## src/hw/rtl/rbrf_pkg.sv

```systemverilog
// Shared types, register codes and constants for the blended rectangle fill engine.
package rbrf_pkg;

   // Default frame store geometry
   localparam int MAX_WIDTH_DEF  = 256;
   localparam int MAX_HEIGHT_DEF = 256;

   // Configuration port geometry
   localparam int CSR_INDEX_W = 2;
   localparam int CSR_DATA_W  = 9;

   typedef enum logic [CSR_INDEX_W-1:0] {
      CSR_RASTER_MODE    = 2'd0,
      CSR_MERGE_WEIGHT   = 2'd1,
      CSR_SURFACE_WIDTH  = 2'd2,
      CSR_SURFACE_HEIGHT = 2'd3
   } csr_index_type;

   // Raster modes (the register holds three bits, codes above merge mean nothing)
   localparam logic [2:0] ROP_OVERWRITE = 3'd0;
   localparam logic [2:0] ROP_XOR       = 3'd1;
   localparam logic [2:0] ROP_ADD       = 3'd2;
   localparam logic [2:0] ROP_SUB       = 3'd3;
   localparam logic [2:0] ROP_MERGE     = 3'd4;

   // Item operations
   localparam logic OP_FILL = 1'b0;
   localparam logic OP_READ = 1'b1;

   // Register reset values and limits
   localparam logic [4:0] WEIGHT_FULL   = 5'd16;
   localparam logic [8:0] SURFACE_RESET = 9'd240;

   // RGB565 channel limits
   localparam logic [4:0] CHAN5_MAX = 5'd31;
   localparam logic [5:0] CHAN6_MAX = 6'd63;

   typedef struct packed {
      logic               operation;
      logic signed [15:0] left_x;
      logic signed [15:0] top_y;
      logic signed [15:0] right_x;
      logic signed [15:0] bottom_y;
      logic [15:0]        fill_color;
      logic [15:0]        pixel_address;
   } req_type;

   typedef struct packed {
      logic [15:0] read_pixel;
      logic [16:0] pixels_written;
   } rsp_type;

endpackage

```

## src/hw/rtl/rbrf_rop.sv

```systemverilog
// Raster operation unit: combines a stored RGB565 pixel with the fill colour.
module rbrf_rop
   import rbrf_pkg::*;
(
   input  logic [2:0]  mode,
   input  logic [4:0]  weight,
   input  logic [15:0] pixel_in,
   input  logic [15:0] color,
   output logic [15:0] pixel_out
);

   logic [4:0] pb, pr, cb, cr;
   logic [5:0] pg, cg;
   logic [4:0] wc;
   logic [5:0] add_b, add_r;
   logic [6:0] add_g;
   logic [9:0] mix_b, mix_g, mix_r;
   logic [4:0] nb, nr;
   logic [5:0] ng;

   // Split both words into channels
   assign pb = pixel_in[4:0];
   assign pg = pixel_in[10:5];
   assign pr = pixel_in[15:11];
   assign cb = color[4:0];
   assign cg = color[10:5];
   assign cr = color[15:11];

   // Per-channel sums and weighted blend
   assign wc    = WEIGHT_FULL - weight;
   assign add_b = {1'b0, pb} + {1'b0, cb};
   assign add_g = {1'b0, pg} + {1'b0, cg};
   assign add_r = {1'b0, pr} + {1'b0, cr};
   assign mix_b = 10'(cb) * 10'(weight) + 10'(pb) * 10'(wc);
   assign mix_g = 10'(cg) * 10'(weight) + 10'(pg) * 10'(wc);
   assign mix_r = 10'(cr) * 10'(weight) + 10'(pr) * 10'(wc);

   // Pick the result of the active mode
   always_comb begin
      nb        = '0;
      ng        = '0;
      nr        = '0;
      pixel_out = color;
      unique case (mode)
         ROP_OVERWRITE: begin
            pixel_out = color;
         end
         ROP_XOR: begin
            pixel_out = pixel_in ^ color;
         end
         ROP_ADD: begin
            nb        = add_b[5] ? CHAN5_MAX : add_b[4:0];
            ng        = add_g[6] ? CHAN6_MAX : add_g[5:0];
            nr        = add_r[5] ? CHAN5_MAX : add_r[4:0];
            pixel_out = {nr, ng, nb};
         end
         ROP_SUB: begin
            nb        = (pb > cb) ? pb - cb : '0;
            ng        = (pg > cg) ? pg - cg : '0;
            nr        = (pr > cr) ? pr - cr : '0;
            pixel_out = {nr, ng, nb};
         end
         default: begin
            nb        = mix_b[8:4];
            ng        = mix_g[9:4];
            nr        = mix_r[8:4];
            pixel_out = {nr, ng, nb};
         end
      endcase
   end

endmodule

```

## config.mk

```make
export PLATFORM = sky130hd
export DESIGN_NAME = rbrf_rop
export DESIGN_NICKNAME = d
export VERILOG_FILES = /design/src/hw/rtl/rbrf_pkg.sv /design/src/hw/rtl/rbrf_rop.sv
export SDC_FILE = /design/constraint.sdc
export NUM_CORES = 1
export LEC_CHECK = 0
export BUFFER_PORTS_ARGS = -buffer_cell sky130_fd_sc_hd__buf_2
export CORE_UTILIZATION = 60
export DETAILED_ROUTE_END_ITERATION = 10
export PLACE_DENSITY = 0.8
export SLEW_MARGIN = 20
export SYNTH_ARGS = -nofsm -noshare
export SYNTH_HDL_FRONTEND = slang
export SYNTH_SLANG_ARGS = --single-unit
```

## constraint.sdc

```tcl
create_clock -name vclk -period 9.7
set_input_delay 0.97 -clock vclk [all_inputs]
set_output_delay 0.97 -clock vclk [all_outputs]
set_load 0.005 [all_outputs]
```

# == Yosys cells after proc, flatten, opt, wreduce, memory -nomap -nowiden ==
# Index checks and enable logic that the tools add are counted.
# totals
ff_bits,0
inputBits,40
out_inout_bits,16
elab_cells,31
# op_classes
addsub,10
multipliers,6
n_lt_le_gt_ge,3
eq_ne,3
muxes,7
n_bitwise,1
n_reduce_logical,1
# op_table
operator,count
case mux 16 bit (4 select lines),1
multiplier 5 x 5 -> 9 bit,4
multiplier 6 x 5 -> 10 bit,2
two-way mux 5 bit,4
adder 9 bit,2
XOR 16 bit,1
adder 5 x 5 -> 6 bit,2
two-way mux 6 bit,2
adder 10 bit,1
> comparator 5 bit,2
subtractor 5 bit,2
adder 6 x 6 -> 7 bit,1
equality test 3 x 2 -> 1 bit (second input constant),2
> comparator 6 bit,1
subtractor 6 bit,1
subtractor 5 bit (first input constant),1
equality test 3 x 1 -> 1 bit (second input constant),1
zero test 3 bit,1

# == Logic depth before layout (Yosys ltp) ==
# Gate-level depths: netlist of the first run.
# depth
depth_word,4
ltp_mapped,24
depth_no_buf,21

# == Worst setup path before layout of the first run ==
# OpenSTA, ideal clock, no wires.
# synth_timing
path_type,in2out
from,in weight[0]
to,out pixel_out[4]
arrival_time_ns,6.582
required_ns,8.730
path_slack_ns,2.148
cell_stages,23
path_buffers,3
path_cell_list,buf_2 inv_1 clkbuf_1 ha_1 nor3b_4 xor2_2 clkbuf_1 nand2_1 fa_1 fa_1 fa_1 inv_1 fa_1 inv_1 fa_1 inv_1 ha_1 nand3_1 o211ai_1 or4_1 a31oi_1 xnor2_1 mux2i_1
# synth_via
elab_chain_cells,4
word_cells_on_any_way,5
classes_between,add/sub: 2; mul: 2; mux: 1
# synth_lines
item,line,text
from (decl),rbrf_rop.sv:6,"input logic [4:0] weight,"
subtractor 5 bit,rbrf_rop.sv:30,assign wc = WEIGHT_FULL - weight;
multiplier 5 x 5 -> 9 bit,rbrf_rop.sv:34,assign mix_b = 10'(cb) * 10'(weight) + 10'(pb) * 10'(wc);
adder 9 bit (*),rbrf_rop.sv:34,
case mux 16 bit (4 select lines) (*),rbrf_rop.sv:44,unique case (mode)
to (decl),rbrf_rop.sv:9,output logic [15:0] pixel_out
# Mark *: on every way between the ends. The rest lies on a longest branch, timed or not.

# == Worst setup path in the final report of the first run ==
# Same ends and word-level chain as after synthesis.

==> impl_metrics.ini, run 1 <==
[power]
ir_worst_vdd_mv = 0.1785
total_power_mw = 1.274
p_per_area_nw_per_um2 = 183.7
leakage_nw = 3.574

[synthesis]
synthCells = 810
synth_nets = 1057
synth_area_leaders = fa_1 29%, ha_1 21%, inv_1 8.6%
synth.top_cell.area_share_pct = 28.82
synth_cell_types = 63
synthDominantAreaCellType = fa_1
synth_common_cells = 151 x inv_1, 112 x ha_1, 95 x fa_1, 86 x and2_1, 70 x nand2_1
yosys_warnings = 0
avgSynthCellArea_um2 = 8.147
synth.most_common_cell = inv_1
synth_sequential_area_ratio_pct = 0
syn_area_um2 = 6599

[grt]
grt_max_degree = 32
grt_overflow = 0
grt_pass1_vias = 5965
grt_busiest_layer = met2
grt_use_total_pct = 31.45
gr-usage-met2_pct = 55.35
use_met3_pct = 3.222
grt_use_met1_pct = 40.79
grt_pass1_wl_mm = 28.62
antenna_found_initial = 0

[timing]
fin_crit_ns = 8.357
hold_viol = 0
fmax_mhz = 119.7
tightest_slew_ns = 0.8827
setup_viol_count_final = 0
worst_slew_margin_rel_pct = 40.41
rsz0062_at_grt = false
slew_viol_final = 0
fin_ws_ns = 1.343
fin_setup_tns_ns = 0
fin_crit_sh_pct = 86.15

[finish]
area_growth_pct = 5.082
fin_nets = 1088
nFlopsAndLatches = 0
regArea_um2 = 0
drive_gt1_share_pct = 8.343
final_util_pct = 65.98
antennaDiodeCount = 0
nClkBuffers = 0
multi_input_area_um2 = 5902
nFillCells = 918

[detailed_routing]
viasPerCell = 5.834
wire_per_inst_um = 17.42
firstDrtPassIters = 5
drtIter0Drc = 310
postRouteAntennaNets = 0
routed_wl_mm = 16.98
vias = 5688
drc = 0

[setup_path]
slowest_delay_ns = 0.55
cp-start-kind = input port
path_max_fanout = 19
crit_buf_inv = 6
worstPathRequired_ns = 8.73
crit_path_frequent_cell = fa_1
worst_setup_path_end_kind = output port
crit_type = input port to output port
critPathSlowestCell = fa_1
critical_path.cell_chain = buf_2 -> inv_1 -> ha_1 -> nor3b_4 -> xor2_2 -> nand2_1 -> fa_1 -> fa_1 -> fa_1 -> inv_1 -> fa_1 -> inv_1 -> fa_1 -> inv_1 -> ha_1 -> nand3_1 -> o211ai_1 -> or4_1 -> a31oi_1 -> xnor2_1 -> mux2i_1 -> buf_2
crit_arrival_ns = 7.39
cp_top_family = adder cells

[floorplan]
die_y_um = 106.9
rows = 37
dieArea_um2 = 11420
num_io_pins = 56
die_w_um = 106.9
core_um2 = 10510
start_util_pct = 62.79

[cts]
ctsHoldBuffers = 0
cts_setup_buffers = 0
post_cts_resized = 0

[placement]
dp_slack_ns = 1.401
place_hpwl_mm = 13.77
gp_congestion = 0.9119
io_buffers = 56

[worst_hold_path]
min_path_type = input port to output port

[run]
drv_cap = 0

[status]
status = finished clean
stage by stage:
stage                     instances  cell area, µm²  hold WS (ns)
after floorplan                 810            6599         2.092
after global placement          975            6934         2.505
after detailed placement        975            6934         2.512
after CTS                       975            6934         2.515
after global routing            975            6934         2.606
final                           975            6934         2.523
routing by layer:
layer  wire [µm]  share of wire (%)
met3         991                5.8
met1        7107                 42
met5           0                  0
met2        8428                 50
met4         454                2.7
layout make-up:
cell class / count / share of cell area, %
multi-input cells: 630 / 85.11
well taps: 136 / 2.454
repair buffers: 58 / 4.258
inverters: 151 / 8.174
path summary, 6_finish.rpt:
check	start	end	slack, ns	cells past startpoint
worst max-delay path	weight[0]	pixel_out[4]	1.34	22
worst min-delay path	color[14]	pixel_out[14]	2.52	5
logic make-up after synthesis:
kind of cell | count (synthesis) | synth area share [%]
AO/OA/AOI/OAI | 122 | 12.99
adder cells (fa/ha/maj) | 207 | 50.06
multiplexers | 4 | 0.6447
AND/OR/NAND/NOR | 248 | 19.13
XOR/XNOR | 49 | 6.617
buffers and inverters | 180 | 10.56
power breakdown:
group	switching [mW]	internal (mW)	leakage (nW)
combinational	0.683	0.591	3.57
clock	0	0	0
sequential	0	0	0
placed cells by master (no fill, tap or decap), types with 3 or more instances in the layout:
master	instances
and3_1	3
fa_1	95
nor2b_1	8
nor2_1	50
o21ai_0	13
a21o_1	7
buf_2	56
a2111oi_0	7
a21oi_1	28
nor3_1	6
nand2b_1	7
ha_1	112
xor2_1	10
o21ai_1	5
inv_1	151
o21a_1	3
a31oi_1	5
o21bai_1	9
a211oi_1	11
nand2_1	70
o211ai_1	3
nand3_1	6
xnor2_1	38
nand4_1	3
and2_1	86
No activity file was read; power rests on OpenSTA's default activity.
==> run 2: changes to the inputs <==
RECOVER_POWER = 50   (was unset)
==> impl_metrics.ini, run 2 (synthesized netlist as in run 1, its figures left out) <==
[status]
status = finished clean

[timing]
tightest_slew_ns = 1.034
fin_setup_tns_ns = 0
fin_crit_ns = 8.819
hold_viol = 0
slew_viol_final = 0
worst_slew_margin_rel_pct = 30.83
setup_viol_count_final = 0
fin_crit_sh_pct = 90.92
rsz0062_at_grt = false
fmax_mhz = 113.4

[floorplan]
die_w_um = 106.9
core_um2 = 10510
start_util_pct = 62.79
num_io_pins = 56
die_y_um = 106.9
rows = 37
dieArea_um2 = 11420

[detailed_routing]
drtIter0Drc = 284
drc = 0
postRouteAntennaNets = 0
wire_per_inst_um = 17.35
viasPerCell = 5.813
vias = 5668
routed_wl_mm = 16.91
firstDrtPassIters = 7

[setup_path]
path_max_fanout = 19
crit_arrival_ns = 7.85
critical_path.cell_chain = buf_2 -> inv_1 -> ha_1 -> nor3b_1 -> xor2_1 -> nand2_1 -> fa_1 -> fa_1 -> fa_1 -> inv_1 -> fa_1 -> inv_1 -> fa_1 -> inv_1 -> ha_1 -> nand3_1 -> o211ai_1 -> or4_1 -> a31oi_1 -> xnor2_1 -> mux2i_1 -> buf_2
worst_setup_path_end_kind = output port
worstPathRequired_ns = 8.73
cp-start-kind = input port
critPathSlowestCell = xor2_1
crit_path_frequent_cell = fa_1
crit_type = input port to output port
slowest_delay_ns = 0.85

[placement]
dp.cells = 975
io_buffers = 56
gp_congestion = 0.9119
place_hpwl_mm = 13.77

[finish]
drive_gt1_share_pct = 7.628
antennaDiodeCount = 0
area_growth_pct = 4.721
stdcell_count = 975
regArea_um2 = 0
nFlopsAndLatches = 0
fin_nets = 1088
mostFrequentLayoutCells = 151 x inv_1, 112 x ha_1, 95 x fa_1
layout_commonest_cell = inv_1
nClkBuffers = 0

[worst_hold_path]
min_to = pixel_out[14]
min_path_cells = 5
min_path_type = input port to output port
min-delay-start = color[14]

[grt]
grt_overflow = 0
grt_pass1_vias = 5965
grt_max_degree = 32
antenna_found_initial = 0
grt_use_total_pct = 31.45
grt_pass1_wl_mm = 28.62

[cts]
cts_setup_buffers = 0
post_cts_resized = 0
ctsHoldBuffers = 0

[power]
p_int_uw = 586.1
p_seq_share_pct = 0
clock_power_share_pct = 0
combPwrFrac_pct = 100.0
switching_share_pct = 53.66
p_per_area_nw_per_um2 = 183.0
leakage_nw = 3.557
p_switching_uw = 678.7
ir_worst_vdd_mv = 0.1784

[run]
drv_cap = 0
==> run 2: cell count changes in the layout (fill, tap and decap cells not counted), sizes merged <==
cell | previous run | this run
clkbuf | 0 | 4
buf | 58 | 54
==> run 2: through the flow <==
step           util (%)  worst slack, ns  hold slack [ns]  power (mW)  area [µm²]
6_report          65.76           0.8811            2.506       1.265        6910
5_1_grt           65.76           0.5009            2.595       1.445        6910
4_1_cts           65.98            1.382            2.515       1.272        6934
3_5_place_dp      65.98            1.401            2.512       1.257        6934
3_3_place_gp      65.98            1.637            2.505       1.227        6934
2_1_floorplan         -            2.148            2.092      0.9443        6599
==> run 2: worst max-delay path by stage <==
stage / cells past startpoint / slack, ns / endpoint / start
final: 22 / 0.88 / pixel_out[4] / weight[0]
after global routing: 22 / 0.50 / pixel_out[4] / weight[0]
after CTS: 22 / 1.38 / pixel_out[4] / weight[0]
after detailed placement: 22 / 1.40 / pixel_out[4] / weight[0]
after global placement: 22 / 1.64 / pixel_out[4] / weight[0]
after floorplan: 23 / 2.15 / pixel_out[4] / weight[0]
==> run 2: metal layers <==
layer / global-route usage, % / routed length (µm) / up-vias
met5: 0 / 0 / -
met4: 9.100 / 442 / 0
met3: 3.222 / 1014 / 36
met2: 55.35 / 8323 / 211
met1: 40.79 / 7132 / 2771
li1: - / - / 2650
==> run 2: area by class of cell <==
class	count	area, µm²
fillers	922	3598
repair buffers	58	290.3
well taps	136	170.2
inverters	151	566.8
multi-input cells	630	5883
==> run 2: power groups by stage <==
stage | combinational [mW] | clock (mW) | sequential (mW)
CTS | 1.27 | 0 | 0
finish | 1.26 | 0 | 0
global placement | 1.23 | 0 | 0
floorplan | 0.944 | 0 | 0
detailed placement | 1.26 | 0 | 0
global route | 1.45 | 0 | 0
==> run 2: critical path, delay by kind of cell <==
family / cells / cell delay (ns)
compound gates: 2 / 0.44
mux: 1 / 0.17
fa+ha+maj: 7 / 3.24
buf+inv: 6 / 0.88
simple gates: 4 / 1.14
xor+xnor: 2 / 0.97
